==> src/rtl/rcf_pkg.sv <==
// ----------------------------------------------------------------------------
// rcf_pkg
// Shared types, constants and helpers of the rgb color filter pipeline.
// ----------------------------------------------------------------------------
package rcf_pkg;

  // filter mode codes
  typedef enum logic [3:0] {
    MODE_PASS   = 4'd0,
    MODE_GRAY   = 4'd1,
    MODE_SEPIA  = 4'd2,
    MODE_INVERT = 4'd3,
    MODE_BRIGHT = 4'd4,
    MODE_COOL   = 4'd5,
    MODE_WARM   = 4'd6,
    MODE_GOLD   = 4'd7,
    MODE_NOIR   = 4'd8,
    MODE_VIVID  = 4'd9,
    MODE_BLUE   = 4'd10
  } filter_mode_e;

  // divisor applied to a channel numerator
  typedef enum logic [1:0] {
    DIV_NONE = 2'd0,
    DIV_100  = 2'd1,
    DIV_1000 = 2'd2
  } div_kind_e;

  // per-item control that travels with the numerators
  typedef struct packed {
    div_kind_e kind;
    logic      noir;
  } rcf_ctl_t;

  localparam int unsigned ChanW  = 8;
  localparam int unsigned NumW   = 19;  // largest numerator is 1351 * 255
  localparam int unsigned MagicW = 20;
  localparam int unsigned ProdW  = NumW + MagicW;
  localparam int unsigned QuotW  = 10;  // quotients stay below 1024

  // reciprocal constants: floor(n * m / 2^s) is exact over the numerator range
  localparam logic [MagicW-1:0] MagicDiv1000 = 20'd536871;
  localparam int unsigned       ShiftDiv1000 = 29;
  localparam logic [MagicW-1:0] MagicDiv100  = 20'd83887;
  localparam int unsigned       ShiftDiv100  = 23;
  localparam logic [MagicW-1:0] MagicOne     = 20'd1;

  localparam logic [ChanW-1:0] ChanMax    = 8'd255;
  localparam logic [ChanW-1:0] BrightAdd  = 8'd30;
  localparam logic [QuotW:0]   NoirBias   = 11'd64;

  // weighted sum of three channels, coefficients in thousandths
  function automatic logic [NumW-1:0] mat3(
    input logic [ChanW-1:0] r,
    input logic [ChanW-1:0] g,
    input logic [ChanW-1:0] b,
    input logic [9:0]       kr,
    input logic [9:0]       kg,
    input logic [9:0]       kb
  );
    logic [NumW-1:0] pr;
    logic [NumW-1:0] pg;
    logic [NumW-1:0] pb;
    pr = {{(NumW-ChanW){1'b0}}, r} * {{(NumW-10){1'b0}}, kr};
    pg = {{(NumW-ChanW){1'b0}}, g} * {{(NumW-10){1'b0}}, kg};
    pb = {{(NumW-ChanW){1'b0}}, b} * {{(NumW-10){1'b0}}, kb};
    return pr + pg + pb;
  endfunction

  // c * k + offset * 100, to be divided by 100
  function automatic logic [NumW-1:0] scale_num(
    input logic [ChanW-1:0] c,
    input logic [7:0]       k,
    input logic [11:0]      off100
  );
    logic [NumW-1:0] p;
    p = {{(NumW-ChanW){1'b0}}, c} * {{(NumW-8){1'b0}}, k};
    return p + {{(NumW-12){1'b0}}, off100};
  endfunction

  // plain channel value carried through the divider untouched
  function automatic logic [NumW-1:0] direct_num(input logic [ChanW:0] v);
    return {{(NumW-ChanW-1){1'b0}}, v};
  endfunction

endpackage

==> src/rtl/rcf_div.sv <==
// ----------------------------------------------------------------------------
// rcf_div
// Two-stage channel back end: reciprocal multiply, then shift, noir mapping
// and saturation into an 8-bit output register.
// ----------------------------------------------------------------------------
module rcf_div (
  input  logic                          clk_i,
  input  logic [rcf_pkg::NumW-1:0]      num_i,
  input  rcf_pkg::rcf_ctl_t             ctl_i,
  output logic [rcf_pkg::ChanW-1:0]     value_o
);

  logic [rcf_pkg::MagicW-1:0] magic;
  logic [rcf_pkg::ProdW-1:0]  prod_d, prod_q;
  rcf_pkg::rcf_ctl_t          ctl_q;
  logic [rcf_pkg::QuotW-1:0]  quot;
  logic [rcf_pkg::QuotW:0]    noir_sum;
  logic [rcf_pkg::QuotW:0]    noir_val;
  logic [rcf_pkg::QuotW:0]    pre_sat;
  logic [rcf_pkg::ChanW-1:0]  value_d, value_q;

  // pick the reciprocal for this item
  always_comb begin
    unique case (ctl_i.kind)
      rcf_pkg::DIV_1000: magic = rcf_pkg::MagicDiv1000;
      rcf_pkg::DIV_100:  magic = rcf_pkg::MagicDiv100;
      rcf_pkg::DIV_NONE: magic = rcf_pkg::MagicOne;
      default:           magic = rcf_pkg::MagicOne;
    endcase
  end

  assign prod_d = {{rcf_pkg::MagicW{1'b0}}, num_i} * {{rcf_pkg::NumW{1'b0}}, magic};

  // multiply stage
  always_ff @(posedge clk_i) begin
    prod_q <= prod_d;
    ctl_q  <= ctl_i;
  end

  // quotient by shift
  always_comb begin
    unique case (ctl_q.kind)
      rcf_pkg::DIV_1000:
        quot = prod_q[rcf_pkg::ShiftDiv1000 +: rcf_pkg::QuotW];
      rcf_pkg::DIV_100:
        quot = prod_q[rcf_pkg::ShiftDiv100 +: rcf_pkg::QuotW];
      rcf_pkg::DIV_NONE:
        quot = prod_q[rcf_pkg::QuotW-1:0];
      default:
        quot = prod_q[rcf_pkg::QuotW-1:0];
    endcase
  end

  // noir: floor(3y/2) - 64, clamped at zero
  assign noir_sum = {1'b0, quot} + {2'b0, quot[rcf_pkg::QuotW-1:1]};
  assign noir_val = (noir_sum < rcf_pkg::NoirBias) ? '0 : (noir_sum - rcf_pkg::NoirBias);

  // saturate at full scale
  always_comb begin
    pre_sat = ctl_q.noir ? noir_val : {1'b0, quot};
    if (pre_sat > {{(rcf_pkg::QuotW+1-rcf_pkg::ChanW){1'b0}}, rcf_pkg::ChanMax}) begin
      value_d = rcf_pkg::ChanMax;
    end else begin
      value_d = pre_sat[rcf_pkg::ChanW-1:0];
    end
  end

  // output stage
  always_ff @(posedge clk_i) begin
    value_q <= value_d;
  end

  assign value_o = value_q;

endmodule

==> src/rtl/rgb_color_filter_modes.sv <==
// ----------------------------------------------------------------------------
// rgb_color_filter_modes
// Per-pixel color filter with a mode register, one pixel per clock.
// ----------------------------------------------------------------------------
// Usage:
//   Input channel: an item (red, green, blue, alpha, last pixel mark) is taken
//   at each rising edge where start_i is high and busy_o is low. busy_o stays
//   low, so a new item may enter on every clock.
//   Result channel: result_valid_o is high for exactly one cycle per item, with
//   the filtered pixel on the result ports; the receiver cannot stall it.
//   Throughput one item per cycle. The path is input register, numerator
//   register, reciprocal multiply register, output register; the 19 x 20 bit
//   reciprocal multiply sets the depth of the third stage.
//   Mode register: filter_mode_we_i writes filter_mode_i at a rising edge. The
//   mode is sampled with each item as it enters, so items in flight keep the
//   mode they were accepted under.
//   Reset clears the mode to pass through and empties the pipeline; results in
//   flight at reset are dropped.
// ----------------------------------------------------------------------------
module rgb_color_filter_modes (
  input  logic       clk_i,
  input  logic       rst_ni,
  input  logic       filter_mode_we_i,
  input  logic [3:0] filter_mode_i,
  input  logic       start_i,
  output logic       busy_o,
  input  logic [7:0] red_in_i,
  input  logic [7:0] green_in_i,
  input  logic [7:0] blue_in_i,
  input  logic [7:0] alpha_in_i,
  input  logic       last_pixel_in_i,
  output logic       result_valid_o,
  output logic [7:0] red_out_o,
  output logic [7:0] green_out_o,
  output logic [7:0] blue_out_o,
  output logic [7:0] alpha_out_o,
  output logic       last_pixel_out_o
);

  localparam int unsigned SideW = rcf_pkg::ChanW + 1;  // alpha and last mark

  logic [3:0]                 filter_mode_q;
  logic                       accept;

  logic                       v1_q, v2_q, v3_q, v4_q;
  logic [3:0]                 s1_mode_q;
  logic [rcf_pkg::ChanW-1:0]  s1_r_q, s1_g_q, s1_b_q;
  logic [SideW-1:0]           s1_side_q, s2_side_q, s3_side_q, s4_side_q;

  logic [rcf_pkg::NumW-1:0]   num_r_d, num_g_d, num_b_d;
  logic [rcf_pkg::NumW-1:0]   num_r_q, num_g_q, num_b_q;
  rcf_pkg::rcf_ctl_t          ctl_d, ctl_q;
  logic [rcf_pkg::NumW-1:0]   luma_num;

  assign busy_o = 1'b0;
  assign accept = start_i & ~busy_o;

  // mode register
  always_ff @(posedge clk_i or negedge rst_ni) begin
    if (!rst_ni) begin
      filter_mode_q <= rcf_pkg::MODE_PASS;
    end else if (filter_mode_we_i) begin
      filter_mode_q <= filter_mode_i;
    end
  end

  // valid bits through the pipeline
  always_ff @(posedge clk_i or negedge rst_ni) begin
    if (!rst_ni) begin
      v1_q <= 1'b0;
      v2_q <= 1'b0;
      v3_q <= 1'b0;
      v4_q <= 1'b0;
    end else begin
      v1_q <= accept;
      v2_q <= v1_q;
      v3_q <= v2_q;
      v4_q <= v3_q;
    end
  end

  // input stage and side channel delay line
  always_ff @(posedge clk_i) begin
    s1_mode_q <= filter_mode_q;
    s1_r_q    <= red_in_i;
    s1_g_q    <= green_in_i;
    s1_b_q    <= blue_in_i;
    s1_side_q <= {last_pixel_in_i, alpha_in_i};
    s2_side_q <= s1_side_q;
    s3_side_q <= s2_side_q;
    s4_side_q <= s3_side_q;
  end

  assign luma_num = rcf_pkg::mat3(s1_r_q, s1_g_q, s1_b_q, 10'd299, 10'd587, 10'd114);

  // numerator per channel and divisor choice
  always_comb begin
    ctl_d.kind = rcf_pkg::DIV_NONE;
    ctl_d.noir = 1'b0;
    num_r_d    = rcf_pkg::direct_num({1'b0, s1_r_q});
    num_g_d    = rcf_pkg::direct_num({1'b0, s1_g_q});
    num_b_d    = rcf_pkg::direct_num({1'b0, s1_b_q});
    unique case (s1_mode_q)
      rcf_pkg::MODE_GRAY, rcf_pkg::MODE_NOIR: begin
        ctl_d.kind = rcf_pkg::DIV_1000;
        ctl_d.noir = (s1_mode_q == rcf_pkg::MODE_NOIR);
        num_r_d    = luma_num;
        num_g_d    = luma_num;
        num_b_d    = luma_num;
      end
      rcf_pkg::MODE_SEPIA: begin
        ctl_d.kind = rcf_pkg::DIV_1000;
        num_r_d = rcf_pkg::mat3(s1_r_q, s1_g_q, s1_b_q, 10'd393, 10'd769, 10'd189);
        num_g_d = rcf_pkg::mat3(s1_r_q, s1_g_q, s1_b_q, 10'd349, 10'd686, 10'd168);
        num_b_d = rcf_pkg::mat3(s1_r_q, s1_g_q, s1_b_q, 10'd272, 10'd534, 10'd131);
      end
      rcf_pkg::MODE_INVERT: begin
        num_r_d = rcf_pkg::direct_num({1'b0, rcf_pkg::ChanMax - s1_r_q});
        num_g_d = rcf_pkg::direct_num({1'b0, rcf_pkg::ChanMax - s1_g_q});
        num_b_d = rcf_pkg::direct_num({1'b0, rcf_pkg::ChanMax - s1_b_q});
      end
      rcf_pkg::MODE_BRIGHT: begin
        num_r_d = rcf_pkg::direct_num({1'b0, s1_r_q} + {1'b0, rcf_pkg::BrightAdd});
        num_g_d = rcf_pkg::direct_num({1'b0, s1_g_q} + {1'b0, rcf_pkg::BrightAdd});
        num_b_d = rcf_pkg::direct_num({1'b0, s1_b_q} + {1'b0, rcf_pkg::BrightAdd});
      end
      rcf_pkg::MODE_COOL: begin
        ctl_d.kind = rcf_pkg::DIV_100;
        num_r_d = rcf_pkg::scale_num(s1_r_q, 8'd90, 12'd0);
        num_g_d = rcf_pkg::scale_num(s1_g_q, 8'd95, 12'd0);
        num_b_d = rcf_pkg::scale_num(s1_b_q, 8'd110, 12'd1000);
      end
      rcf_pkg::MODE_WARM: begin
        ctl_d.kind = rcf_pkg::DIV_100;
        num_r_d = rcf_pkg::scale_num(s1_r_q, 8'd120, 12'd0);
        num_g_d = rcf_pkg::scale_num(s1_g_q, 8'd100, 12'd0);
        num_b_d = rcf_pkg::scale_num(s1_b_q, 8'd110, 12'd2000);
      end
      rcf_pkg::MODE_GOLD: begin
        ctl_d.kind = rcf_pkg::DIV_100;
        num_r_d = rcf_pkg::scale_num(s1_r_q, 8'd110, 12'd1000);
        num_g_d = rcf_pkg::scale_num(s1_g_q, 8'd105, 12'd500);
        num_b_d = rcf_pkg::scale_num(s1_b_q, 8'd85, 12'd0);
      end
      rcf_pkg::MODE_VIVID: begin
        ctl_d.kind = rcf_pkg::DIV_100;
        num_r_d = rcf_pkg::scale_num(s1_r_q, 8'd130, 12'd1500);
        num_g_d = rcf_pkg::scale_num(s1_g_q, 8'd110, 12'd0);
        num_b_d = rcf_pkg::scale_num(s1_b_q, 8'd90, 12'd0);
      end
      rcf_pkg::MODE_BLUE: begin
        ctl_d.kind = rcf_pkg::DIV_100;
        num_r_d = rcf_pkg::scale_num(s1_r_q, 8'd70, 12'd0);
        num_g_d = rcf_pkg::scale_num(s1_g_q, 8'd85, 12'd0);
        num_b_d = rcf_pkg::scale_num(s1_b_q, 8'd140, 12'd2000);
      end
      default: begin
        // pass through modes keep the direct values
        ctl_d.kind = rcf_pkg::DIV_NONE;
      end
    endcase
  end

  // numerator stage
  always_ff @(posedge clk_i) begin
    num_r_q <= num_r_d;
    num_g_q <= num_g_d;
    num_b_q <= num_b_d;
    ctl_q   <= ctl_d;
  end

  // divide, map and saturate each channel
  rcf_div u_div_r (
    .clk_i   (clk_i),
    .num_i   (num_r_q),
    .ctl_i   (ctl_q),
    .value_o (red_out_o)
  );

  rcf_div u_div_g (
    .clk_i   (clk_i),
    .num_i   (num_g_q),
    .ctl_i   (ctl_q),
    .value_o (green_out_o)
  );

  rcf_div u_div_b (
    .clk_i   (clk_i),
    .num_i   (num_b_q),
    .ctl_i   (ctl_q),
    .value_o (blue_out_o)
  );

  assign result_valid_o   = v4_q;
  assign alpha_out_o      = s4_side_q[rcf_pkg::ChanW-1:0];
  assign last_pixel_out_o = s4_side_q[rcf_pkg::ChanW];

`ifndef NO_ASSERTIONS
  // one result strobe for each accepted item, and none without one
  a_latency: assert property (@(posedge clk_i) disable iff (!rst_ni)
    ($past(rst_ni, 1) && $past(rst_ni, 2) && $past(rst_ni, 3) && $past(rst_ni, 4))
    |-> (result_valid_o == $past(accept, 4)))
    else $error("result strobe does not follow accepted item");

  // side fields stay aligned with their item
  a_side_align: assert property (@(posedge clk_i) disable iff (!rst_ni)
    (result_valid_o && $past(rst_ni, 4))
    |-> (alpha_out_o == $past(alpha_in_i, 4) && last_pixel_out_o == $past(last_pixel_in_i, 4)))
    else $error("alpha or last mark out of step with color channels");

  // gray modes give equal channels
  a_gray_equal: assert property (@(posedge clk_i) disable iff (!rst_ni)
    (result_valid_o && $past(filter_mode_q == rcf_pkg::MODE_GRAY ||
                             filter_mode_q == rcf_pkg::MODE_NOIR, 4))
    |-> (red_out_o == green_out_o && green_out_o == blue_out_o))
    else $error("gray mode gave unequal channels");

  // invert mode complements each channel; red and blue are checked
  a_invert: assert property (@(posedge clk_i) disable iff (!rst_ni)
    (result_valid_o && $past(filter_mode_q == rcf_pkg::MODE_INVERT, 4))
    |-> (red_out_o == ~$past(red_in_i, 4) && blue_out_o == ~$past(blue_in_i, 4)))
    else $error("invert mode result is not the complement");
`endif

endmodule
==> config.mk <==
export PLATFORM = sky130hd
export DESIGN_NAME = rgb_color_filter_modes
export DESIGN_NICKNAME = d
export VERILOG_FILES = /design/src/rtl/rcf_pkg.sv /design/src/rtl/rcf_div.sv /design/src/rtl/rgb_color_filter_modes.sv
export SDC_FILE = /design/constraint.sdc
export NUM_CORES = 2
export LEC_CHECK = 0
export ABC_AREA = 1
export ABC_CLOCK_PERIOD_IN_PS = 7320
export BUFFER_PORTS_ARGS = -buffer_cell sky130_fd_sc_hd__buf_4
export CAP_MARGIN = 0
export CORE_ASPECT_RATIO = 1.75
export CORE_UTILIZATION = 35
export CTS_CLUSTER_DIAMETER = 50
export DETAILED_ROUTE_END_ITERATION = 8
export GPL_TIMING_DRIVEN = 0
export HOLD_SLACK_MARGIN = 0.1
export PLACE_DENSITY = 0.51
export SKIP_LAST_GASP = 1
export SYNTH_ARGS = -nofsm -noshare
export SYNTH_HDL_FRONTEND = slang
export SYNTH_HIERARCHICAL = 1
export SYNTH_SLANG_ARGS = --single-unit
==> constraint.sdc <==
create_clock -name clk_i -period 7.32 [get_ports clk_i]
set_input_delay 0 -clock clk_i [delete_from_list [all_inputs] [get_ports clk_i]]
set_output_delay 0 -clock clk_i [all_outputs]
set_load 0.02 [all_outputs]
==> key figures <==
STA
  – RSZ-0062 raised after global routing: yes
  – Final setup vio count: 9
  – Max Slew Vio Count: 0
  – Fmax: roughly 130 MHz
  – Slew headroom: under 10%
  – Setup TNS: -1740 ps
  – Final Hold Viols: 0
  – Fin crit share: 104%
  – Minimum clock period: approximately 7600 ps
  – Setup WS post-layout: -309 ps
  – Clock skew: 53.3 ps
  – Worst slew pin tran: approximately 1400 ps

Run
  – Max Cap Viol: 0

Global routing
  – Initial antenna violation count: 7
  – First-pass GRT wire length: 363 mm
  – Grt total ovfl: 0
  – Number of global-route vias before repair: 58100
  – Largest net degree at the start of global routing: 23
  – Total GRT Usage: between 20% and 30%

Synth
  – Synth area leader: fa_1
  – Share of the synthesized area in the top cell type: 28.7%
  – Ys Warns: 6
  – Post-synthesis sequential area ratio: under 10%
  – Synth Register Bits: 243
  – Post-synth EDFFs: 0
  – Distinct cells, synth: 69
  – Post-Syn Instances: slightly above 8000
  – Area contributors post-synth: fa_1, ha_1, inv_1, dfxtp_1, nand2_1
  – Avg Cell Area, Syn: between 8 and 9 um2
  – Main flop type after synthesis: dfxtp_1
  – Async set or reset register ratio after synthesis: between 3 and 4%
  – Cell area after synthesis: 64900 um2
  – Syn nets: between 10000 and 15000

Routing
  – Drt initial violations: approximately 2400
  – DR vias: around 54000
  – WL/cell: ~23 um
  – Average via count per standard cell: a little under 5
  – Post-route ant nets: 0
  – DRC: 0
  – DR pass1 iterations: 7
  – Total wire length: approximately 250 mm

Placed design
  – Gpl congestion: about 1.0
  – Detailed placement HPWL: ~210 mm
  – I/O Buffers: 74
  – Pre-CTS WS: -2280 ps
  – Cells after DPL: roughly 11000

Worst hold path
  – HP Class: in -> reg
  – Hold Path Sink: filter_mode_q[3]
  – Worst Hold Path Cells: 3
  – Hold path start: filter_mode_we_i

Clocking
  – Sink Count: about 240
  – CTS buffer count: 37
  – CTS tree: yes
  – H-tree depth: 2
  – Worst-path clk slew: around 60 ps
  – Clock Latency Late Sink: between 600 and 700 ps
  – Clock Path Buffers: 3
  – Root buf cell: clkbuf_16

Layout
  – Most frequent cells in the layout: inv_1, ha_1, nand2_1
  – Final std cells w/o fill: between 10000 and 15000
  – Nets: about 11000
  – Ratio of cells with drive above 1 in the final layout: under 10%
  – Most common cell after layout, fill and taps aside: inv_1
  – Fill cells: approximately 19000
  – Area grow syn2layout: 11.4%

Setup path
  – Reg-to-reg startpoint: s1_g_q[6]
  – Worst setup SP type: register
  – R2R Path End: num_g_q[16]
  – Crit. End Element: register
  – Max incr delay on CP: approximately 600 ps
  – Reg2Reg Depth: 30
  – Crit path DAT: slightly above 8000 ps
  – Setup slack, reg-to-reg: -310 ps
  – Worst Setup Path Type: reg -> reg
  – Cell mode on critical path: fa_1
  – Worst path slowest cell: fa_2
  – Critical Path RT: about 7800 ps
  – CP max FO: 4

Floorplanning
  – Initial Util: between 30% and 40%
  – Ports: between 70 and 80
  – Die width: 327 um
  – Die area: 187000 um2
  – Die Height: about 570 um
  – Core area: ~180000 um2
  – Row cnt: between 200 and 250

Run status
  – Status: finished, violations left
  – Failing checks: setup timing
[area by class of cell]
| cell class | instances | area (um2) | area share (%) |
|---|---|---|---|
| multi-input combinational | 5451 | 51600 | 71.4 |
| tap | 2415 | 3020 | 4.18 |
| clock inverter | 25 | 292 | 0.404 |
| clock buffer | 43 | 958 | 1.33 |
| buffer | 62 | 347 | 0.480 |
| timing repair buffer | 244 | 2230 | 3.08 |
| inverter | 2341 | 8840 | 12.2 |
| sequential | 243 | 4970 | 6.89 |
| antenna | 7 | 17.5 | 0.0242 |
[cells by family after synthesis]
kind of cell	count (synthesis)	share of synthesized area [%]
DFF	243	7.56
AOI/OAI and AO/OA	938	8.55
buffers and inverters	2407	14.1
muxes	4	0.0694
xor gates and xnor gates	149	2.03
and+or+nand+nor	2149	14.3
other	1	0.00578
adders and majority gates	2210	53.4
[layer usage]
layer / up-vias / track usage [%] / part of all wire (%)
li1: 25700 / - / -
met3: 741 / 4.42 / 4.1
met5: - / 0 / 0.012
met2: 1330 / 50.5 / 52
met1: 26000 / 24.3 / 32
met4: 4 / 23.9 / 11
[through the flow]
stage,hold WS (ps),area (um2),util [%]
2_1_floorplan,-296,64900,-
3_3_place_gp,-180,68500,37.3
3_5_place_dp,-177,68600,37.4
4_1_cts,125,71700,39.0
5_1_grt,143,72200,39.3
6_report,160,72200,39.3
[worst max-delay path, delay by kind of cell (launching register included)]
family          cells  cell delay (ps)
compound gates      5              880
flops               1              360
fa+ha+maj          11             5000
simple gates        5              460
xor+xnor            1              180
buf+inv             8              570
[flip-flops by register name, summed over array words and instances, names as in the netlist, 9 cells and up]
name,flops
s1_side_q,9
s2_side_q,9
num_g_q,19
u_div_b/prod_q,26
num_r_q,19
u_div_g/prod_q,26
s3_side_q,9
s4_side_q,9
num_b_q,19
u_div_r/prod_q,26
[how the worst max path moves through the flow]
stage | start | endpoint | slack (ps) | depth (start not counted)
final | s1_g_q[6] | num_g_q[16] | -310 | 30
after global routing | s1_g_q[6] | num_g_q[16] | -390 | 31
after CTS | s1_g_q[6] | num_g_q[18] | -350 | 28
after detailed placement | s1_g_q[6] | num_g_q[16] | -2280 | 31
after global placement | s1_g_q[0] | num_g_q[18] | -3060 | 28
after floorplan | s1_g_q[7] | num_g_q[16] | 50 | 29
[timing repair]
item	4_1_cts	5_1_grt
cloned	0	0
setup endpoints to repair	85	67
endpoints found under the hold margin	46	0
gates resized for setup	149	83
hold buffers	80	0
buffers inserted	57	21
pin swaps	42	36
[Yosys cell counts, drive strengths merged (3+ instances only)]
cell	count
inv	2339
ha	1281
nand2	1195
fa	929
nor2	407
a21oi	389
nand3	338
o21ai	294
dfxtp	235
xor2	105
nand4	97
nor3	58
xnor2	44
a21o	42
o21bai	39
buf	36
clkbuf	30
a31oi	28
a221o	27
or2	26
o22ai	18
o211ai	17
o21a	15
o2111ai	14
nand3b	12
a221oi	11
nor4	10
a211oi	9
a21boi	9
dfrtp	8
o221ai	6
and2	5
mux2	4
o31ai	4
a2111oi	3
o311ai	3
Power is left out: the tool's default activity adds up to more than one toggle a clock period on the data nets, which glitch-free logic cannot reach.
